File: src/hdl/mrrc_pkg.sv
// ----------------------------------------------------------------------------
// mrrc_pkg: shared definitions for the Modbus RTU response checker
// Frame limit, field widths, register indexes, CRC constants and status codes.
// ----------------------------------------------------------------------------
package mrrc_pkg;

	// Largest number of bytes taken into one frame; later bytes are dropped
	localparam int MAX_FRAME = 32;
	localparam int IDX_W     = $clog2(MAX_FRAME + 1);
	// Wide enough for any allowed frame limit (up to 256)
	localparam int CNT_W     = 9;

	localparam int BYTE_W    = 8;
	localparam int FUNC_W    = 7;
	localparam int STATUS_W  = 3;
	localparam int VALUE_W   = 16;
	localparam int LEN_W     = 6;
	localparam int HDR_LEN   = 5;
	localparam int MIN_LEN   = 5;

	// Result beat: status, exception code, register value, frame length
	localparam int RES_W     = STATUS_W + BYTE_W + VALUE_W + LEN_W;
	localparam int RES_TDATA_W = ((RES_W + 7) / 8) * 8;

	// CRC-16/MODBUS
	localparam logic [15:0] CRC_INIT = 16'hFFFF;
	localparam logic [15:0] CRC_POLY = 16'hA001;

	// Exception flag in the function byte
	localparam logic [BYTE_W-1:0] EXC_FLAG = 8'h80;

	// Configuration register indexes
	localparam int CFG_IDX_W = 1;
	localparam logic [CFG_IDX_W-1:0] REG_SLAVE_ADDR = 1'b0;
	localparam logic [CFG_IDX_W-1:0] REG_EXP_FUNC   = 1'b1;

	// Frame check outcome
	typedef enum logic [STATUS_W-1:0] {
		ST_PASS,
		ST_EXC_PASS,
		ST_SHORT,
		ST_CRC_BAD,
		ST_SLAVE_BAD,
		ST_FUNC_BAD,
		ST_COUNT_BAD
	} status_t;

	typedef struct packed {
		logic [LEN_W-1:0]   frame_length;
		logic [VALUE_W-1:0] register_value;
		logic [BYTE_W-1:0]  exception_code;
		status_t            status;
	} result_t;

endpackage

File: src/hdl/mrrc_crc16_step.sv
// ----------------------------------------------------------------------------
// mrrc_crc16_step: one-byte CRC-16/MODBUS update
// Folds one byte into the running CRC, eight reflected shift steps unrolled.
// ----------------------------------------------------------------------------
module mrrc_crc16_step
	import mrrc_pkg::*;
(
	input  logic [15:0]       crc_in,
	input  logic [BYTE_W-1:0] data,
	output logic [15:0]       crc_out
);

	logic [15:0] acc;

	// Shift out one bit per step, folding in the polynomial on a set LSB
	always_comb begin
		acc = crc_in ^ {8'h00, data};
		for (int k = 0; k < 8; k++) begin
			if (acc[0]) begin
				acc = (acc >> 1) ^ CRC_POLY;
			end else begin
				acc = acc >> 1;
			end
		end
		crc_out = acc;
	end

endmodule

File: config.mk
export PLATFORM = sky130hd
export DESIGN_NAME = mrrc_crc16_step
export DESIGN_NICKNAME = d
export VERILOG_FILES = /design/src/hdl/mrrc_pkg.sv /design/src/hdl/mrrc_crc16_step.sv
export SDC_FILE = /design/constraint.sdc
export NUM_CORES = 1
export LEC_CHECK = 0
export BUFFER_PORTS_ARGS = -buffer_cell sky130_fd_sc_hd__buf_2
export CORE_AREA = 2 2 39 41
export DETAILED_ROUTE_END_ITERATION = 8
export DIE_AREA = 0 0 41 43
export GPL_TIMING_DRIVEN = 1
export PLACE_DENSITY_LB_ADDON = 0.3
export SLEW_MARGIN = 10
export SYNTH_ARGS = -nofsm -noshare
export SYNTH_HDL_FRONTEND = slang
export SYNTH_SLANG_ARGS = --single-unit
File: constraint.sdc
create_clock -name vclk -period 1.7
set_clock_uncertainty 0.1 [all_clocks]
set_input_delay 0.085 -clock vclk [all_inputs]
set_output_delay 0.085 -clock vclk [all_outputs]
set_load 0.02 [all_outputs]
After elaboration in Yosys (flattened, before gate mapping)
Index checks and enable logic that the tools add are counted.

cells by class
  multiplexer cells = 8
  bitwise operators = 9

operator list
  cell                                            count
  16-bit 2-to-1 mux                               8
  2-bit inverter with 3-bit output                8
  16-bit by 8-bit bitwise XOR with 16-bit output  1

storage, ports and cells
  input port bits = 24
  register bits = 0
  word-level logic and storage cells = 17
  output and inout port bits = 16

Longest topological paths before layout
Gate-level depths: netlist (run 1).

  depth in word-level cells = 17
  gate-level depth with buffers = 4
  mapped depth without buffers = 4

Worst setup path after synthesis (run 1)
No wires, ideal clock.

  path kind = input to output
  start point = input data[3]
  end point = output crc_out[0]
  arrival = 1.478 ns
  path slack = 0.037 ns
  stages on the path = 4
  required time = 1.515 ns
  path buffers = 0
  cell sequence = xor2_1 > xnor2_1 > xnor2_2 > xnor3_1

between the ends
  word-level cells in the longest chain between the ends = 10

ends and longest elaborated chain
  item                                                RTL line               text
  start: declaration                                  mrrc_crc16_step.sv:9   input logic [BYTE_W-1:0] data,
  16-bit by 8-bit bitwise XOR with 16-bit output (*)  mrrc_crc16_step.sv:17  acc = crc_in ^ {8'h00, data};
  16-bit 2-to-1 mux (*) (2 in a row)                  mrrc_crc16_step.sv:19  if (acc[0]) begin
  2-bit inverter with 3-bit output (no line)          -
  16-bit 2-to-1 mux (*) (6 in a row)                  mrrc_crc16_step.sv:19
  end: declaration                                    mrrc_crc16_step.sv:10  output logic [15:0] crc_out

Mark *: on every way between the ends. The rest lies on a longest branch, timed or not.

Worst setup path after layout (run 1)
  start point = input data[2]
  end point = output crc_out[0]

between the ends
  word-level cells in the longest chain between the ends = 10

ends and longest elaborated chain
  item                                                RTL line
  16-bit by 8-bit bitwise XOR with 16-bit output (*)  mrrc_crc16_step.sv:17
  16-bit 2-to-1 mux (*)                               mrrc_crc16_step.sv:19
  2-bit inverter with 3-bit output (no line)          -
  16-bit 2-to-1 mux (*) (7 in a row)                  mrrc_crc16_step.sv:19

Marks and branches as above.

==> results.yml, run 1 <==
timing:
  period_minus_slack_ns: 1.56
  setup_viol: 0
  slew_headroom_pct: 79.9
  setup_ws_ns: 0.142
  post-route-period-util_pct: 91.7
  final-hold-violation-count: 0
  setup_tns_ns: 0
  worst_pin_slew_ns: 0.300
  max_freq_ghz: 0.642
  drv_slew: 0
  rsz0062_at_grt: "no"
  holdWs_ns: 0.0700
worst_setup_path:
  cp_max_fo: 3
  critPathKind: "input port to output pin"
  cp-start-kind: "input port"
  cp.arrival_ns: 1.37
  endpoint_kind: "output pin"
  worstPathRequired_ns: 1.51
  worstPathCellList: "buf_2 -> xnor2_1 -> xor2_1 -> xnor2_1 -> xnor3_1 -> buf_2"
  crit_slowest_cell: "xor2_1"
  critical-path-max-stage-delay_ns: 0.31
synthesis:
  netlist_area_sq_um: 284
  yosys-top-cells-area: "xnor2_1, xor2_1, xnor2_2"
  synth_warnings: 0
  syn_area_per_cell_sq_um: 9.79
  synth.distinct_cells: 5
  synth.yosys.seq_area_share_pct: 0
  synth_area_leader_cell: "xnor2_1"
  syn_inst: 29
  synth_fp_nets: 53
  synth.top_cell.area_share_pct: 43.2
finish:
  area.growth.synth_to_final_pct: 57.3
  n_antenna_cell: 0
  multi_input_area_sq_um: 246
  regArea_sq_um: 0
  nFlopsAndLatches: 0
  fillers: 150
  n_clock_buffer: 0
  nNetsFinal: 84
  drive_gt1_share_pct: 63.8
  fin_util_pct: 32.3
power:
  p_leak_nw: 0.231
  power.share.switching_pct: 55.7
  p_sw_mw: 0.250
  combPwrFrac_pct: 100.0
  power_frac_clock_pct: 0
  powerDensity_mw_per_mm2: 1000
  pwr-share-seq_pct: 0
  ir_worst_vdd_uv: 450
  power_mw: 0.449
  p_int_mw: 0.199
place:
  place_congestion: 0.602
  port_buffers: 30
  dpl_worst_slack_ns: 0.106
detailed_routing:
  vias: 260
  routed_wl_microns: 569
  drt_iter0_drc: 0
  viasPerCell: 3.51
  wl_per_cell_microns: 7.69
  first_pass_iters: 1
  route.met2.wl_microns: 221
  drt.antenna.violating_nets: 0
  wl_met3_microns: 129
  drc: 0
  met1_length_microns: 218
  top_layer_used: "met3"
status:
  status: "completed"
die:
  initial_core_util_pct: 20.5
  design.die.area_sq_mm: 0.00176
  rows: 14
  io_pins: 40
  die_w_microns: 41
  die_y_microns: 43
  coreArea_sq_mm: 0.00138
grt:
  first_global_vias: 211
  track_usage_pct: 6.11
  antenna_found_initial: 0
  grt_pass1_wl_microns: 814
  grt_max_degree: 4
  grt-ovfl-total: 0
clocking:
  cts_resized: 0
  cts_hold_buf: 0
  post_cts_buffers: 0
min_path:
  hold_path.class: "input port to output pin"
flow_run:
  maxCapViolCount: 0
-- cell families (layout without fill, tap and decap cells) --
group	count (synthesis)	in the layout	synth area share, %
XOR/XNOR	24	24	86.8
buffers and inverters	5	34	13.2
-- worst max-delay path: cells and delay by family --
| family | cells | cell delay, ns |
|---|---|---|
| buffers and inverters | 2 | 0.27 |
| xor gates and xnor gates | 4 | 1.01 |
-- power by group through the flow --
stage / registers, mW / logic, mW / clock network (mW)
4_1_cts: 0 / 0.454 / 0
5_1_grt: 0 / 0.489 / 0
3_5_place_dp: 0 / 0.453 / 0
6_report: 0 / 0.449 / 0
3_3_place_gp: 0 / 0.452 / 0
2_1_floorplan: 0 / 0.328 / 0
-- through the flow --
step                      cells  cell area, sq um
after floorplan              29               284
after global placement       74               447
final                        74               447
after global routing         74               447
after detailed placement     74               447
after CTS                    74               447
-- layer usage --
| metal | vias up | GRT usage [%] |
|---|---|---|
| li1 | 141 | - |
| met1 | 90 | 7.64 |
| met3 | 0 | 2.09 |
| met4 | 0 | 0 |
| met5 | - | 0 |
| met2 | 29 | 10.3 |
-- final cells by class --
| type | count | area share (%) |
|---|---|---|
| Timing Repair Buffer | 34 | 40.3 |
| Multi-Input combinational cell | 24 | 55.2 |
| Tap cell | 16 | 4.48 |
-- cells in the final DEF, fill, tap and decap left out --
master	instances
buf_2	30
xnor2_1	14
xor2_1	6
buf_4	4
xnor2_2	3
xnor3_1	1
-- worst paths after layout --
kind / end / slack, ns / from / cells after the start
min: crc_out[4] / 0.07 / crc_in[12] / 0
max: crc_out[0] / 0.14 / data[2] / 6
-- Yosys cell counts (all sizes together) --
master	n
xnor2	17
xor2	6
buf	5
xnor3	1
Note: power is estimated with default switching activity, not from simulation.
==> run 2, diff against run 1 <==
==> constraint.sdc (replaced) <==
create_clock -name vclk -period 1.7
set_clock_uncertainty 0.1 [all_clocks]
set_input_delay 0.34 -clock vclk [all_inputs]
set_output_delay 0.34 -clock vclk [all_outputs]
set_load 0.02 [all_outputs]
==> run 2 against run 1 <==
The run now ends with setup timing left; combinational power increased by 60%; non-clock buffer count increased by 9; sequential share of layout area unchanged; largest power group unchanged; utilization increased by 26 points; global-route usage increased by 1.9 points; total power increased by 60%; final cell count increased by 12%; highest routed layer unchanged; largest cell class unchanged.
==> results.yml, run 2 (synthesis gave the netlist of run 1 again) <==
timing:
  rsz0062_at_grt: "yes"
  post-route-period-util_pct: 115
  max_freq_ghz: 0.513
  worst_pin_slew_ns: 0.222
  final-hold-violation-count: 0
  setup_tns_ns: -0.645
  setup_viol: 4
  period_minus_slack_ns: 1.95
  setup_ws_ns: -0.250
  holdWs_ns: 0.580
  drv_slew: 0
  slew_headroom_pct: 85.2
worst_setup_path:
  cp-start-kind: "input port"
  cp_max_fo: 2
  worstPathCellList: "buf_8 -> xor2_4 -> xnor2_2 -> xnor2_2 -> xnor3_2 -> buf_6"
  critPathKind: "input port to output pin"
  cp.arrival_ns: 1.51
  worst_path_most_repeated_cell: "xnor2_2"
  critical-path-max-stage-delay_ns: 0.37
  critPathTopFamily: "XOR/XNOR gates"
  path_buf_inv: 2
  worstPathRequired_ns: 1.26
  endpoint_kind: "output pin"
  crit_slowest_cell: "xnor3_2"
power:
  powerDensity_mw_per_mm2: 889
  power_mw: 0.720
  ir_worst_vdd_uv: 362
  p_leak_nw: 0.383
detailed_routing:
  first_pass_iters: 2
  vias: 333
  routed_wl_microns: 707
  drt.antenna.violating_nets: 0
  drc: 0
  viasPerCell: 4.01
  wl_per_cell_microns: 8.52
  drt_iter0_drc: 2
finish:
  drive_gt1_share_pct: 92.5
  multi_input_area_sq_um: 462
  nNetsFinal: 93
  fillers: 122
  regArea_sq_um: 0
  nFlopsAndLatches: 0
  n_antenna_cell: 0
  n_clock_buffer: 0
  layout_commonest_cell: "buf_2"
  stdcell_area_sq_um: 810
  mostFrequentLayoutCells: "buf_2, buf_4, xnor2_2, buf_6, xnor2_4"
  area.growth.synth_to_final_pct: 185
  stdcell_count: 83
die:
  design.die.area_sq_mm: 0.00176
  die_w_microns: 41
  io_pins: 40
  rows: 14
  initial_core_util_pct: 20.5
  die_y_microns: 43
  coreArea_sq_mm: 0.00138
status:
  violations: "setup timing"
  status: "finished, violations left"
grt:
  grt_pass1_wl_microns: 1030
  first_global_vias: 304
  grt-ovfl-total: 0
  grt_max_degree: 3
  antenna_found_initial: 0
  track_usage_pct: 7.96
place:
  placedCellCount: 79
  port_buffers: 30
  place_congestion: 0.564
  hpwl_microns: 640
  placed_area_sq_um: 654
flow_run:
  maxCapViolCount: 0
min_path:
  hold_path.class: "input port to output pin"
## run 2: changes by cell type in the layout (fill, tap and decap cells not counted), sizes merged
cell | before | now
buf | 34 | 43
## run 2: timing repair
action | in CTS | in global routing
resized for setup | 22 | 8
buffers inserted | 3 | 2
pin swaps | 13 | 5
endpoints found under the setup margin | 4 | 5
hold buffers | 0 | 0
## run 2: metrics by stage
| stage | utilization (%) | setup slack, ns |
|---|---|---|
| global route | 58.5 | -0.274 |
| finish | 58.5 | -0.250 |
| global placement | 47.3 | -0.332 |
| CTS | 54.8 | -0.263 |
| detailed placement | 47.3 | -0.362 |
| floorplan | - | -0.210 |
## run 2: cell type report
class,count,share of cell area (%)
multi-input combinational,24,57.0
tap,16,2.47
timing repair buffer,43,40.5
## run 2: worst paths after layout
check	start	to	slack, ns	cells past startpoint
hold / removal	crc_in[13]	crc_out[5]	0.58	0
setup / recovery	crc_in[3]	crc_out[0]	-0.25	6
## run 2: report_power, final
part	total [mW]	switching [mW]	internal [mW]
Clock	0	0	0
Combinational	0.720	0.323	0.397
Sequential	0	0	0
Total	0.720	0.323	0.397
## run 2: per-layer routing
| layer | up-vias | global-route usage [%] | wire length (microns) |
|---|---|---|---|
| li1 | 162 | - | - |
| met1 | 155 | 5.21 | 161 |
| met4 | 0 | 0 | 0 |
| met3 | 0 | 0 | 64 |
| met2 | 16 | 19.7 | 480 |
| met5 | - | 0 | 0 |
